`src/qte_pkg.sv`:
```
package qte_pkg;

    // CORDIC datapath widths
    localparam int CW   = 38;  // x/y word, covers 2^33 inputs with gain and pre-rotation
    localparam int ZW   = 24;  // angle accumulator, Q.20
    localparam int SQ_N = 29;  // square root result bits (root <= 2^28)
    localparam int RW   = 60;  // square root remainder word

    localparam logic signed [33:0] ONE_Q28     = 34'sd268435456;
    localparam logic signed [33:0] NEG_ONE_Q28 = -34'sd268435456;
    localparam logic signed [ZW-1:0] HALF_PI_Q20 = 24'sd1647099;
    localparam logic signed [15:0] PI_Q13      = 16'sd25736;
    localparam logic signed [15:0] HALF_PI_Q13 = 16'sd12868;

    // atan(2^-i) in Q.20
    localparam logic signed [ZW-1:0] ATAN_Q20 [24] = '{
        24'sd823550, 24'sd486170, 24'sd256879, 24'sd130396,
        24'sd65451,  24'sd32757,  24'sd16383,  24'sd8192,
        24'sd4096,   24'sd2048,   24'sd1024,   24'sd512,
        24'sd256,    24'sd128,    24'sd64,     24'sd32,
        24'sd16,     24'sd8,      24'sd4,      24'sd2,
        24'sd1,      24'sd0,      24'sd0,      24'sd0
    };

    // atan2 operands carried alongside the square root
    typedef struct packed {
        logic signed [33:0] roll_y;
        logic signed [33:0] roll_x;
        logic signed [33:0] yaw_y;
        logic signed [33:0] yaw_x;
        logic signed [29:0] pitch_s;
    } t_operands;

endpackage

```
`src/qte_cordic.sv`:
```
module qte_cordic import qte_pkg::*; #(
    parameter int STAGES = 16
) (
    input  logic                 i_clk,
    input  logic                 i_en,
    input  logic signed [CW-1:0] i_x,
    input  logic signed [CW-1:0] i_y,
    output logic signed [ZW-1:0] o_z,
    output logic                 o_zero
);

    logic signed [CW-1:0] r_x    [STAGES+1];
    logic signed [CW-1:0] r_y    [STAGES+1];
    logic signed [ZW-1:0] r_z    [STAGES+1];
    logic                 r_zero [STAGES+1];

    // left half-plane: turn by 90 degrees first
    always_ff @(posedge i_clk) begin
        if (i_en) begin
            r_zero[0] <= (i_x == '0) && (i_y == '0);
            if (i_x[CW-1]) begin
                if (!i_y[CW-1]) begin
                    r_x[0] <= i_y;
                    r_y[0] <= -i_x;
                    r_z[0] <= HALF_PI_Q20;
                end else begin
                    r_x[0] <= -i_y;
                    r_y[0] <= i_x;
                    r_z[0] <= -HALF_PI_Q20;
                end
            end else begin
                r_x[0] <= i_x;
                r_y[0] <= i_y;
                r_z[0] <= '0;
            end
        end
    end

    for (genvar i = 0; i < STAGES; i++) begin : g_iter
        always_ff @(posedge i_clk) begin
            if (i_en) begin
                r_zero[i+1] <= r_zero[i];
                if (!r_y[i][CW-1]) begin
                    r_x[i+1] <= r_x[i] + (r_y[i] >>> i);
                    r_y[i+1] <= r_y[i] - (r_x[i] >>> i);
                    r_z[i+1] <= r_z[i] + ATAN_Q20[i];
                end else begin
                    r_x[i+1] <= r_x[i] - (r_y[i] >>> i);
                    r_y[i+1] <= r_y[i] + (r_x[i] >>> i);
                    r_z[i+1] <= r_z[i] - ATAN_Q20[i];
                end
            end
        end
    end

    assign o_z    = r_z[STAGES];
    assign o_zero = r_zero[STAGES];

endmodule
```
`config.mk`:
```
export PLATFORM = sky130hd
export DESIGN_NAME = qte_cordic
export DESIGN_NICKNAME = d
export VERILOG_FILES = /design/src/qte_pkg.sv /design/src/qte_cordic.sv
export SDC_FILE = /design/constraint.sdc
export NUM_CORES = 2
export LEC_CHECK = 0
export BUFFER_PORTS_ARGS = -buffer_cell sky130_fd_sc_hd__buf_2
export CAP_MARGIN = 10
export CORE_MARGIN = 2
export CORE_UTILIZATION = 55
export DETAILED_ROUTE_END_ITERATION = 12
export HOLD_SLACK_MARGIN = 0.06
export PLACE_DENSITY_LB_ADDON = 0.25
export SLEW_MARGIN = 10
export SYNTH_ARGS = -nofsm -noshare
export SYNTH_HDL_FRONTEND = slang
export SYNTH_SLANG_ARGS = --single-unit
```
`constraint.sdc`:
```
create_clock -name i_clk -period 7.2 [get_ports i_clk]
set_clock_uncertainty 0.2 [all_clocks]
set_input_delay 0.36 -clock i_clk [delete_from_list [all_inputs] [get_ports i_clk]]
set_output_delay 0.36 -clock i_clk [all_outputs]
set_load 0.02 [all_outputs]
```
==> summary.md <==
| Metric | Value |
|---|---|
| Status | `completed` |
| Initial Util | `55.4%` |
| Layout net count | `15.5k` |
| Global-route usage over all layers | `27.0%` |
| Setup TNS | `0 ns` |
| Async S/R FF share, synth | `0%` |
| Mapped Area | `around 0.13 mm2` |
| Placed Instances | `16.8k` |
| Worst R2R Setup Slack | `0.98 ns` |
| Endpoints failing hold | `0` |
| Seq/Total Area, Yosys | `about a third` |
| Syn Nets | `15.4k` |
| Rel. slew slack | `10.8%` |
| Final setup viols | `0` |
| Antenna violations before repair | `7` |
| I/O pin cnt | `103` |
| DR DRC count | `0` |
| Worst Setup End Kind | `flip-flop` |
| CP peak stage delay | `0.65 ns` |
| Clock transition at path regs | `0.06 ns` |
| Area grow syn2layout | `8.51%` |
| First-pass GRT wire length | `531 mm` |
| Layout cells sized above 1 | `4.09%` |
| Clk buf depth | `3` |
| Yosys warns | `0` |
| Fmax | `0.161 GHz` |
| Post-Layout Cell Count | `17.3k` |
| Drt pass-1 iters | `9` |
| Synth Instances | `13.8k` |
| Die height | `491 um` |
| Critical Path, Cell by Cell | `or4_4, or3_4, or4_1, or2_2, nor2_1, nand2_1, nor4_1, nand2_1, o21ai_0, xnor2_1, ha_1, a21oi_1, o21bai_1, a21oi_1, or4b_2, o21ai_0, o21ai_0, a21oi_1, xor2_1` |
| Synth top area share | `35.2%` |
| Most common cell after layout, fill and taps aside | `edfxtp_1` |
| Number of global-route vias before repair | `between 90k and 100k` |
| Routed vias | `104k` |
| Post-route ant nets | `0` |
| CTS root buf | `clkbuf_16` |
| Clk Latency, worst-skew pair | `0.85 ns` |
| Type of the worst min-delay path | `flip-flop to flip-flop` |
| #FFs+latches synth | `about 1.5k` |
| Fin util | `60.1%` |
| Setup CP Type | `flip-flop to flip-flop` |
| Critical Path Start Type | `flip-flop` |
| CTS tree | `yes` |
| CTS Sinks | `1529` |
| Period minus WS final | `6.22 ns` |
| Worst Path Arrival | `6.60 ns` |
| Row count | `178` |
| Max Cap Viol | `0` |
| Post-CTS Setup Inserts | `0` |
| Post-synthesis area per instance | `9.43 um2` |
| Worst-Margin Slew | `1.30 ns` |
| Largest net degree at the start of global routing | `204` |
| Buffers added on ports | `102` |
| DP HPWL | `approximately 260 mm` |
| RSZ-0062 raised after global routing | `no` |
| Dominant synthesized flop cell | `edfxtp_1` |
| Yosys cell types | `85` |
| Crit Path Max Fanout | `7` |
| Routability cong. | `0.956` |
| Tcrit/Tclk final | `86.4%` |
| Most frequent cells in the layout | `1529 x edfxtp_1, 1414 x ha_1, 1368 x a21oi_1` |
| CP max stage cell | `nor4_1` |
| Die width | `between 400 and 500 um` |
| H-tree Lvls | `4` |
| Max Slew Vio Count | `0` |
| CP top delay family | `simple AND/OR/NAND/NOR gates` |
| Die area | `between 0.2 and 0.25 mm2` |
| Iter 0 DRT Violations | `8664` |
| Post-synth EDFFs | `1529` |
| Leading area contributor after synthesis | `edfxtp_1` |
| Post-Route WL | `~340 mm` |
| Worst hold margin | `0.207 ns` |
| Worst EP required | `between 7 and 8 ns` |
| GR Overflow Total | `0` |
| Routed vias/inst | `6.04` |
| Top cells by area, synth | `edfxtp_1 35%, ha_1 14%, xnor2_1 8.5%` |
| CTS Buf Count | `approximately 170` |
| Total core area | `0.236 mm2` |
| Routed wire length per instance | `a little under 20 um` |
| Buf/Inv on CP | `0` |
## sequential cells by signal, indices dropped and copies added, names as in the netlist
name	count
r_x	555
r_y	571
r_zero	17
r_z	386
## stage by stage
step | instance area (um2) | setup slack (ns)
3_3_place_gp | 134000 | 1.20
2_1_floorplan | 130000 | 1.71
5_1_grt | 142000 | 0.458
4_1_cts | 142000 | 1.09
3_5_place_dp | 134000 | 1.10
6_report | 142000 | 0.977
## Yosys cell counts (all sizes together) (192+ instances only)
cell,n
clkbuf,282
nor3,308
nor2b,202
nor2,1083
nand2b,223
a21o,622
ha,1414
o21ai,867
a21oi,1368
o31ai,214
xor2,739
inv,598
nand2,842
xnor2,1270
o21a,192
edfxtp,1529
## cells by family after synthesis
kind of cell | count (synthesis) | share of synthesized area, %
compound gates | 4265 | 20.6
simple gates | 3589 | 13.3
xor+xnor | 2009 | 13.5
flops | 1529 | 35.2
fa+ha+maj | 1464 | 14.3
buf+inv | 919 | 2.65
mux | 56 | 0.452
## final timing paths
kind                            startpoint          to  depth (start not counted)
worst max-delay path            r_x[3][12]  r_y[4][37]                         19
worst min-delay path            r_z[11][8]  r_z[12][8]                          0
worst max register to register  r_x[3][12]  r_y[4][37]                         19
worst min register to register  r_z[11][8]  r_z[12][8]                          0
## per-layer routing
metal | vias up | track usage (%) | share of wire [%]
met2 | 3036 | 46.1 | 48
met4 | 4 | 10.5 | 4.0
met3 | 628 | 3.33 | 5.8
met1 | 49219 | 34.7 | 42
met5 | - | 0 | 0.0045
li1 | 51561 | - | -
## area by class of cell
| class | instances | area, um2 |
|---|---|---|
| Multi-Input combinational cell | 11383 | 81100 |
| Timing Repair Buffer | 312 | 2470 |
| Antenna cell | 2 | 5.00 |
| Inverter | 604 | 2270 |
| Sequential cell | 1529 | 45900 |
| Tap cell | 3150 | 3940 |
| Fill cell | 20300 | 94000 |
| Clock buffer | 203 | 4440 |
| Clock inverter | 113 | 1410 |
## timing repair
action                                  CTS  global route
gates resized for setup                   0             0
hold buffers                            137             0
hold endpoints to repair                194             0
endpoints found under the setup margin    0             0
Power is not shown: default switching activity piles up to over one toggle a cycle in this logic, so the estimate is an artifact.
